`config.mk`:
```
export PLATFORM = sky130hd
export DESIGN_NAME = contiguous_slot_run_allocator_unit
export DESIGN_NICKNAME = d
export VERILOG_FILES = /design/src/design/csra_pkg.sv /design/src/design/csra_datapath.sv /design/src/design/csra_ctrl.sv /design/src/design/contiguous_slot_run_allocator_unit.sv
export SDC_FILE = /design/constraint.sdc
export NUM_CORES = 1
export LEC_CHECK = 0
export BUFFER_PORTS_ARGS = -buffer_cell sky130_fd_sc_hd__buf_2
export CAP_MARGIN = 0
export CORE_MARGIN = 8
export CORE_UTILIZATION = 55
export CTS_CLUSTER_SIZE = 40
export DETAILED_ROUTE_END_ITERATION = 10
export GPL_ROUTABILITY_DRIVEN = 1
export PLACE_DENSITY = 0.76
export SKIP_LAST_GASP = 1
export SYNTH_ARGS = -nofsm -noshare
export SYNTH_HDL_FRONTEND = slang
export SYNTH_SLANG_ARGS = --single-unit
```
`constraint.sdc`:
```
create_clock -name clock -period 2.7 [get_ports clock]
set_clock_uncertainty 0.2 [all_clocks]
set_input_delay 0.54 -clock clock [delete_from_list [all_inputs] [get_ports clock]]
set_output_delay 0.54 -clock clock [all_outputs]
set_load 0.005 [all_outputs]
```
`src/design/csra_pkg.sv`:
```
`timescale 1ns / 1ps

package csra_pkg;

   // Fixed field widths
   localparam int LEN_W       = 4;   // run_length
   localparam int SLOT_W      = 6;   // free_start, start_slot
   localparam int SPAN_W      = 7;   // base + length, no wrap
   localparam int REQ_TDATA_W = 16;  // run_length + free_start, padded to bytes
   localparam int RSP_TDATA_W = 8;   // start_slot + failed, padded to bytes

   // Request kinds carried on req_tuser
   localparam logic MODE_ALLOC = 1'b0;
   localparam logic MODE_FREE  = 1'b1;

   typedef enum logic [2:0] {
      ST_IDLE,
      ST_SCAN,
      ST_MARK,
      ST_CLEAR,
      ST_DONE
   } state_type;

   // Controller to datapath
   typedef struct packed {
      logic load_req;    // capture request beat, restart scan
      logic scan_step;   // advance scan pointer by one slot
      logic hit_latch;   // record start of found run
      logic apply_set;   // mark run taken
      logic apply_clear; // mark run free
      logic rsp_load;    // move result into output register
   } cmd_type;

   // Datapath to controller
   typedef struct packed {
      logic is_free;     // captured request is a free
      logic len_ok;      // allocate length is nonzero and within limit
      logic hit;         // current slot completes a fitting run
      logic last;        // scan pointer sits on the last slot
   } status_type;

endpackage

```
`src/design/csra_datapath.sv`:
```
`timescale 1ns / 1ps

module csra_datapath
   import csra_pkg::*;
#(
   parameter int NUM_SLOTS = 40,
   parameter int MAX_RUN   = 8
) (
   input  logic                    clock,
   input  logic                    reset,
   input  cmd_type                 cmd,
   output status_type              status,
   input  logic                    req_mode,
   input  logic [LEN_W-1:0]        req_run_length,
   input  logic [SLOT_W-1:0]       req_free_start,
   output logic [SLOT_W-1:0]       rsp_start_slot,
   output logic                    rsp_failed
);

   localparam int IDX_W = $clog2(NUM_SLOTS);
   localparam logic [IDX_W-1:0] LAST_IDX = IDX_W'(NUM_SLOTS - 1);
   localparam logic [LEN_W:0]   MAX_LEN  = (LEN_W + 1)'(MAX_RUN);

   logic [NUM_SLOTS-1:0] map_ff, map_in;
   logic [IDX_W-1:0]     idx_ff, idx_in;
   logic [LEN_W-1:0]     cnt_ff, cnt_in;
   logic [SLOT_W-1:0]    base_ff, base_in;
   logic [LEN_W-1:0]     len_ff;
   logic                 mode_ff;
   logic                 fail_ff, fail_in;
   logic [SLOT_W-1:0]    rsp_start_ff;
   logic                 rsp_fail_ff;

   logic [LEN_W:0]       cnt_next;
   logic [LEN_W-1:0]     eff_len;
   logic [SPAN_W-1:0]    span_end;
   logic [NUM_SLOTS-1:0] run_mask;
   logic                 slot_free;
   logic [SPAN_W-1:0]    hit_start;

   // Scan status
   assign slot_free = ~map_ff[idx_ff];
   assign cnt_next  = {1'b0, cnt_ff} + (LEN_W + 1)'(1);
   assign hit_start = SPAN_W'(idx_ff) + SPAN_W'(1) - SPAN_W'(len_ff);

   assign status.is_free = (mode_ff == MODE_FREE);
   assign status.len_ok  = (len_ff != '0) && ({1'b0, len_ff} <= MAX_LEN);
   assign status.hit     = slot_free && (cnt_next == {1'b0, len_ff});
   assign status.last    = (idx_ff == LAST_IDX);

   // Run mask: slots base .. base+len-1, len capped at MAX_RUN, anything past the map dropped
   assign eff_len  = ({1'b0, len_ff} > MAX_LEN) ? LEN_W'(MAX_LEN) : len_ff;
   assign span_end = SPAN_W'(base_ff) + SPAN_W'(eff_len);

   for (genvar j = 0; j < NUM_SLOTS; j++) begin : g_mask
      assign run_mask[j] = (SPAN_W'(j) >= SPAN_W'(base_ff)) && (SPAN_W'(j) < span_end);
   end

   // Next-state of datapath registers
   always_comb begin
      map_in  = map_ff;
      idx_in  = idx_ff;
      cnt_in  = cnt_ff;
      base_in = base_ff;
      fail_in = fail_ff;
      if (cmd.load_req) begin
         idx_in  = '0;
         cnt_in  = '0;
         base_in = req_free_start;
         fail_in = (req_mode == MODE_ALLOC);
      end
      if (cmd.scan_step) begin
         idx_in = idx_ff + IDX_W'(1);
         cnt_in = slot_free ? cnt_next[LEN_W-1:0] : '0;
      end
      if (cmd.hit_latch) begin
         base_in = hit_start[SLOT_W-1:0];
         fail_in = 1'b0;
      end
      if (cmd.apply_set) begin
         map_in = map_ff | run_mask;
      end
      if (cmd.apply_clear) begin
         map_in = map_ff & ~run_mask;
      end
   end

   // Slot map, cleared on reset
   always_ff @(posedge clock) begin
      if (reset) begin
         map_ff <= '0;
      end else begin
         map_ff <= map_in;
      end
   end

   // Working and result registers
   always_ff @(posedge clock) begin
      idx_ff  <= idx_in;
      cnt_ff  <= cnt_in;
      base_ff <= base_in;
      fail_ff <= fail_in;
      if (cmd.load_req) begin
         mode_ff <= req_mode;
         len_ff  <= req_run_length;
      end
      if (cmd.rsp_load) begin
         rsp_start_ff <= (mode_ff == MODE_FREE || fail_ff) ? '0 : base_ff;
         rsp_fail_ff  <= fail_ff;
      end
   end

   assign rsp_start_slot = rsp_start_ff;
   assign rsp_failed     = rsp_fail_ff;

endmodule

```
`src/design/csra_ctrl.sv`:
```
`timescale 1ns / 1ps

module csra_ctrl
   import csra_pkg::*;
(
   input  logic       clock,
   input  logic       reset,
   input  logic       req_tvalid,
   output logic       req_tready,
   output logic       rsp_tvalid,
   input  logic       rsp_tready,
   input  status_type status,
   output cmd_type    cmd
);

   state_type state_ff, state_in;
   logic      rsp_valid_ff, rsp_valid_in;
   logic      out_free;

   // Output register can take a result this cycle
   assign out_free = ~rsp_valid_ff | rsp_tready;

   always_ff @(posedge clock) begin
      if (reset) begin
         state_ff     <= ST_IDLE;
         rsp_valid_ff <= 1'b0;
      end else begin
         state_ff     <= state_in;
         rsp_valid_ff <= rsp_valid_in;
      end
   end

   // Next state and commands
   always_comb begin
      state_in     = state_ff;
      cmd          = '0;
      req_tready   = 1'b0;
      rsp_valid_in = rsp_valid_ff & ~rsp_tready;
      case (state_ff)
         ST_IDLE: begin
            req_tready = 1'b1;
            if (req_tvalid) begin
               cmd.load_req = 1'b1;
               state_in     = ST_CLEAR;
            end
         end
         ST_CLEAR: begin
            // first cycle after capture: free applies here, allocate decides
            if (status.is_free) begin
               cmd.apply_clear = 1'b1;
               state_in        = ST_DONE;
            end else if (status.len_ok) begin
               state_in = ST_SCAN;
            end else begin
               state_in = ST_DONE;
            end
         end
         ST_SCAN: begin
            if (status.hit) begin
               cmd.hit_latch = 1'b1;
               state_in      = ST_MARK;
            end else if (status.last) begin
               state_in = ST_DONE;
            end else begin
               cmd.scan_step = 1'b1;
            end
         end
         ST_MARK: begin
            cmd.apply_set = 1'b1;
            state_in      = ST_DONE;
         end
         ST_DONE: begin
            if (out_free) begin
               cmd.rsp_load = 1'b1;
               rsp_valid_in = 1'b1;
               state_in     = ST_IDLE;
            end
         end
         default: begin
            state_in = ST_IDLE;
         end
      endcase
   end

   assign rsp_tvalid = rsp_valid_ff;

endmodule

```
`src/design/contiguous_slot_run_allocator_unit.sv`:
```
`timescale 1ns / 1ps
// Sequence: a free clears its run and then loads its result; an allocate with a valid
// length scans the map one slot per cycle, marks the run it finds and then loads its
// result. Loading waits while the output register is full. One request is in flight
// at a time; a new beat is taken while the previous result waits in the output register.
// Reset (synchronous, active high) marks every slot free and empties the output.
module contiguous_slot_run_allocator_unit
   import csra_pkg::*;
#(
   parameter int NUM_SLOTS = 40,
   parameter int MAX_RUN   = 8
) (
   input  logic                   clock,
   input  logic                   reset,
   input  logic                   req_tvalid,
   output logic                   req_tready,
   input  logic [REQ_TDATA_W-1:0] req_tdata,   // [3:0] run_length, [9:4] free_start
   input  logic                   req_tuser,   // [0] mode
   output logic                   rsp_tvalid,
   input  logic                   rsp_tready,
   output logic [RSP_TDATA_W-1:0] rsp_tdata    // [5:0] start_slot, [6] failed
);

   cmd_type           cmd;
   status_type        status;
   logic [SLOT_W-1:0] start_slot;
   logic              failed;

   csra_ctrl u_ctrl (
      .clock      (clock),
      .reset      (reset),
      .req_tvalid (req_tvalid),
      .req_tready (req_tready),
      .rsp_tvalid (rsp_tvalid),
      .rsp_tready (rsp_tready),
      .status     (status),
      .cmd        (cmd)
   );

   csra_datapath #(
      .NUM_SLOTS (NUM_SLOTS),
      .MAX_RUN   (MAX_RUN)
   ) u_datapath (
      .clock          (clock),
      .reset          (reset),
      .cmd            (cmd),
      .status         (status),
      .req_mode       (req_tuser),
      .req_run_length (req_tdata[LEN_W-1:0]),
      .req_free_start (req_tdata[LEN_W+SLOT_W-1:LEN_W]),
      .rsp_start_slot (start_slot),
      .rsp_failed     (failed)
   );

   // Result beat, zero padded to a byte
   assign rsp_tdata = {(RSP_TDATA_W - SLOT_W - 1)'(0), failed, start_slot};

endmodule
```
-- Yosys cells after proc, flatten, opt, wreduce, memory -nomap -nowiden
Cells that the tools add are included.
- register bits after elaboration: 73
- input port bits: 21
- output and inout bits: 10
- word-level logic and storage cells: 199
- equal/unequal tests: 9
- bitwise operators: 9
- muxes and demuxes: 33
- add/subtract/negate cells: 5
- $lt $le $gt $ge: 83
- reduce and logical (&&, ||, !) cells: 49
- operators by type and width (cell ; count):
    5-bit by 7-bit < comparator with 1-bit output, first input constant ; 16
    5-bit by 6-bit >= comparator with 1-bit output, first input constant ; 16
    40-bit 2-to-1 mux ; 2
    4-bit by 7-bit < comparator with 1-bit output, first input constant ; 8
    6-bit by 7-bit < comparator with 1-bit output, first input constant ; 8
    4-bit by 6-bit >= comparator with 1-bit output, first input constant ; 8
    6-bit >= comparator, first input constant ; 8
    1-bit logical AND ; 42
    40-bit bitwise AND ; 1
    40-bit inverter ; 1
    40-bit bitwise OR ; 1
    3-bit by 7-bit < comparator with 1-bit output, first input constant ; 4
    3-bit by 6-bit >= comparator with 1-bit output, first input constant ; 4
    6-bit 2-to-1 mux ; 4
    3-bit 2-to-1 mux ; 6
    4-bit 2-to-1 mux ; 4
    3-bit one-hot mux with 5 select lines ; 1
    1-bit by 7-bit < comparator with 1-bit output, first input constant ; 2
    2-bit by 7-bit < comparator with 1-bit output, first input constant ; 2
    1-bit 2-to-1 mux ; 14
    6-bit by 1-bit adder with 6-bit output, second input constant ; 2
    1-bit by 6-bit >= comparator with 1-bit output, first input constant ; 2
    2-bit by 6-bit >= comparator with 1-bit output, first input constant ; 2
    6-bit by 4-bit adder with 7-bit output ; 1
    other kinds (23) ; 29

-- Logic depth before layout (Yosys ltp)
- depth after elaboration: 8
- mapped depth: 13
- depth with buffers taken out: 11

-- Modules after synthesis
Synthesis repeated with hierarchy kept, for this count alone.
- cells, all modules: 473
- area, all modules: 4628.2 um2
- by module, submodules not included (module ; cells an instance ; area an instance (um2) ; times used):
    csra_datapath ; 438 ; 4370.4 ; 1
    csra_ctrl ; 32 ; 239.0 ; 1
    contiguous_slot_run_allocator_unit ; 3 ; 18.8 ; 1

-- Least setup slack after synthesis
No wires, ideal clock.
- path kind: register -> register
- start point: reg u_datapath.len_ff[0]
- end point: reg with a tool-made name
- path buffers: 0
- cell stages (with the launch flop): 12
- arrival time: 2.672 ns
- setup slack: -0.258 ns
- data required time: 2.414 ns
- cells stage by stage: edfxtp_1 inv_1 nor2_1 ha_1 fa_1 a21oi_1 a2111oi_0 o211a_1 nand2b_1 a2111oi_0 nor2_1 a211oi_1
- RTL lines (item ; line ; source):
    start, declared ; csra_datapath.sv:28 ; logic [LEN_W-1:0] len_ff;
    start signal, assigned ; csra_datapath.sv:105 ; len_ff <= req_run_length;

==> flow_metrics.tcl <==
set metrics [dict create \
    report.final.slew_viol_count 0 \
    drt-vias-per-instance 6.380 \
    maxSlewHeadroom 0.6102 \
    sequential_cell_area_um2 1742 \
    cp-startpoint "u_datapath.len_ff[3]" \
    crit_path_cell_trace "nor2b_2, ha_1, a21o_4, a2111oi_4, buf_4, a211o_1, nand3_1, buf_6, o211ai_1, mux2i_1" \
    rsz0062_at_grt "true" \
    cell_internal_pwr_mw 3.528 \
    stdcell_count 668 \
    placed_cells 631 \
    drc_errors 0 \
    wl_per_cell_um 21.94 \
    final_core_utilization 0.7749 \
    cts-root-buf "sky130_fd_sc_hd__clkbuf_8" \
    ys.flop_type "sky130_fd_sc_hd__dfxtp_1" \
    async_sr_flop_fraction 0 \
    maximum_number_of_pins_on_one_net_before_global_route_repair 46 \
    nFillCells 491 \
    yosysTopAreaCell "sky130_fd_sc_hd__dfxtp_1" \
    worst_ep_required_time_ns 2.79 \
    dpl.hpwl_mm 9.274 \
    floorplan.io_pins 31 \
    power.switching_mw 2.813 \
    clock_sinks 73 \
    synthesis.nets 505 \
    num-nets-final 596 \
    worstPathArrival_ns 3.13 \
    multiInputGateArea_um2 3242 \
    cp_slowest_stage_delay_ns 0.51 \
    critical_path_class "register to register" \
    ff2ff_setup_slack_ns -0.33 \
    timing_hold_violations_final 0 \
    detail_route.iter0.violations 484 \
    achievable-frequency_ghz 0.3296 \
    final.min_clock_period_ns 3.034 \
    ir_drop_worst_vdd_uv 565.6 \
    synth_edf_count 28 \
    synth_area_per_cell_um2 9.643 \
    drt-pass1-iter-count 7 \
    yosys-top-cells-area "sky130_fd_sc_hd__dfxtp_1, sky130_fd_sc_hd__edfxtp_1, sky130_fd_sc_hd__mux2i_1" \
    timing.rr.start "u_datapath.len_ff[3]" \
    fin_setup_tns_ns -7.533 \
    floorplan.die.height_um 106.5 \
    status "finished, violations left" \
    power_density_nw_per_um2 1011 \
    synth.yosys.warnings 0 \
    grt_antenna_before_repair 0 \
    final_antenna_net_count 0 \
    r2r.worst_path.cells 10 \
    seq_power_share 0.262 \
    final_routed_wirelength_across_all_metal_layers_mm 14.66 \
    power.switching_fraction 0.4436 \
    initial_core_util 0.5564 \
    htreeDepth 3 \
    via_count 4262 \
    cts-hold-fix-buffers 0 \
    cts.reportedPaths.clkPinSlew_ns 0.09 \
    total_of_flip_flops_plus_latches_after_synthesis 73 \
    violations_in_the_final_reports "setup timing" \
    start_kind "register" \
    floorplan.rows 33 \
    grt_pass1_wl_mm 21.76 \
    routabilityCongestion 0.9265 \
    maxCapViolations 0 \
    num_antenna_cells 0 \
    tritoncts.num_buffers 9 \
    die_area_um2 11340 \
    clkLatencyLatePin_ns 0.36 \
    p_leak_nw 2.400 \
    power_frac_clock 0.143 \
    max-clock-path-buffers 2 \
    first_global_vias 4152 \
    layout-drive-gt1-share 0.3890 \
    grtUsageTotal 0.2466 \
    worstHoldPathType "input port to register" \
    timing.final.ws_setup_ns -0.3342 \
    synth-seq-area-share 0.3868 \
    layout-area-overhead-vs-synth_pct 39.26 \
    final_min_period_over_clock_period 1.124 \
    synth_cell_types 64 \
    mappedNetlistArea_um2 4503 \
    global_route.overflow_total 0 \
    port_buffers 23 \
    cts_tree "done" \
    crit_fanout 7 \
    power_frac_comb 0.595 \
    syn_inst 467 \
    worstMarginPinSlew_ns 0.5847 \
    design.core.area_um2 8093 \
    crit_path_end_kind "register" \
    cp_slowest_cell "sky130_fd_sc_hd__edfxtp_1" \
    horizontal_extent_of_the_die_um 106.5 \
    netlist.area_leader.share 0.2001 \
    timing.final.setup_violations 43 \
]
## synth_stat cells (all sizes together) (2+ instances only)
master and number:
clkbuf 17, a32oi 2, buf 9, o211ai 11
a31oi 2, mux4 7, edfxtp 28, nand3 13
mux2i 29, nand3b 14, nand2 23, inv 18
a221oi 2, o221ai 10, and2 6, ha 15
and3 3, mux2 7, nor3 10, xnor2 14
a21o 5, a2111oi 7, a21oi 16, o21ai 23
xor2 3, o22ai 2, a311oi 4, nor2b 6
nand2b 19, a211o 2, o21a 4, a211oi 12
dfxtp 45, or2 2, o211a 3, nor2 55
clkinv 2, fa 2
## layout by cell type, fill, tap and decap left out, types with 5 or more instances in the layout
cell type	n
sky130_fd_sc_hd__a211oi_2	6
sky130_fd_sc_hd__a21oi_1	10
sky130_fd_sc_hd__and2_1	5
sky130_fd_sc_hd__buf_12	5
sky130_fd_sc_hd__buf_2	23
sky130_fd_sc_hd__buf_4	60
sky130_fd_sc_hd__buf_6	15
sky130_fd_sc_hd__clkbuf_8	9
sky130_fd_sc_hd__dfxtp_1	45
sky130_fd_sc_hd__edfxtp_1	28
sky130_fd_sc_hd__ha_1	11
sky130_fd_sc_hd__inv_1	14
sky130_fd_sc_hd__mux2_4	6
sky130_fd_sc_hd__mux2i_1	26
sky130_fd_sc_hd__mux4_2	7
sky130_fd_sc_hd__nand2_1	19
sky130_fd_sc_hd__nand2b_1	18
sky130_fd_sc_hd__nand3_1	10
sky130_fd_sc_hd__nand3b_1	14
sky130_fd_sc_hd__nor2_1	51
sky130_fd_sc_hd__nor3_1	9
sky130_fd_sc_hd__o211ai_1	11
sky130_fd_sc_hd__o21ai_0	10
sky130_fd_sc_hd__o21ai_1	9
sky130_fd_sc_hd__o221ai_4	6
sky130_fd_sc_hd__xnor2_1	12
## repair_timing
item	CTS	global route
gates cloned	2	1
gates resized for setup	91	48
setup buffers	11	13
pin swaps	32	41
setup endpoints to repair	63	70
## power by group through the flow
stage / clock network [mW] / registers, mW / logic (mW)
6_report: 0.909 / 1.66 / 3.77
3_5_place_dp: 0 / 1.67 / 2.60
2_1_floorplan: 0 / 1.60 / 1.69
5_1_grt: 0.951 / 1.68 / 4.00
4_1_cts: 0.907 / 1.64 / 3.20
3_3_place_gp: 0 / 1.65 / 2.53
## worst min-delay path by stage
stage                      start                   end  slack [ns]  depth (start not counted)
floorplan               register              register        0.25                          2
global placement        register              register        0.26                          2
detailed placement      register              register        0.27                          2
CTS                 req_tdata[3]  u_datapath.len_ff[3]        0.14                          1
global route        req_tdata[3]  u_datapath.len_ff[3]        0.14                          1
finish              req_tdata[2]  u_datapath.len_ff[2]        0.15                          1
## logic make-up after synthesis
| family | count (synthesis) | synth area share |
|---|---|---|
| simple gates | 159 | 0.1826 |
| compound gates | 111 | 0.1837 |
| flops | 73 | 0.3868 |
| buf+inv | 46 | 0.04557 |
| mux | 43 | 0.1170 |
| fa+ha+maj | 17 | 0.05057 |
| xor+xnor | 17 | 0.03307 |
| other cells | 1 | 0.0008328 |
## critical path: cells and delay by family (launching register included)
kind                       cells  cell delay, ns
AOI/OAI and AO/OA              4            1.11
adders and majority gates      1            0.26
buffers and inverters          2            0.35
DFF                            1            0.51
muxes                          1            0.22
and+or+nand+nor                2            0.32
## routing by layer
layer,GRT usage,part of all wire,vias up
met4,0.1015,0.045,0
met1,0.3097,0.40,2049
li1,-,-,1914
met2,0.4071,0.48,232
met3,0.04719,0.082,67
met5,0,0,-
## metrics by stage
stage                     setup WS (ns)  hold slack (ns)  cell area, um2  power (mW)
final                           -0.3342           0.1467            6271       6.342
after global routing            -0.4234           0.1370            6271       6.626
after CTS                       -0.2190           0.1421            5924       5.742
after detailed placement        -0.3143           0.2666            5155       4.272
after global placement          -0.2537           0.2612            5155       4.183
after floorplan                -0.02722           0.2493            4549       3.287
## area by class of cell
| type | instances | share of cell area |
|---|---|---|
| multi-input cells | 349 | 0.5170 |
| flip-flops and latches | 73 | 0.2777 |
| repair buffers | 105 | 0.1395 |
| well taps | 105 | 0.02095 |
| clock buffers | 9 | 0.01975 |
| inverters | 20 | 0.01277 |
| clock inverters | 7 | 0.01237 |
No activity file was read; power rests on OpenSTA's default activity.
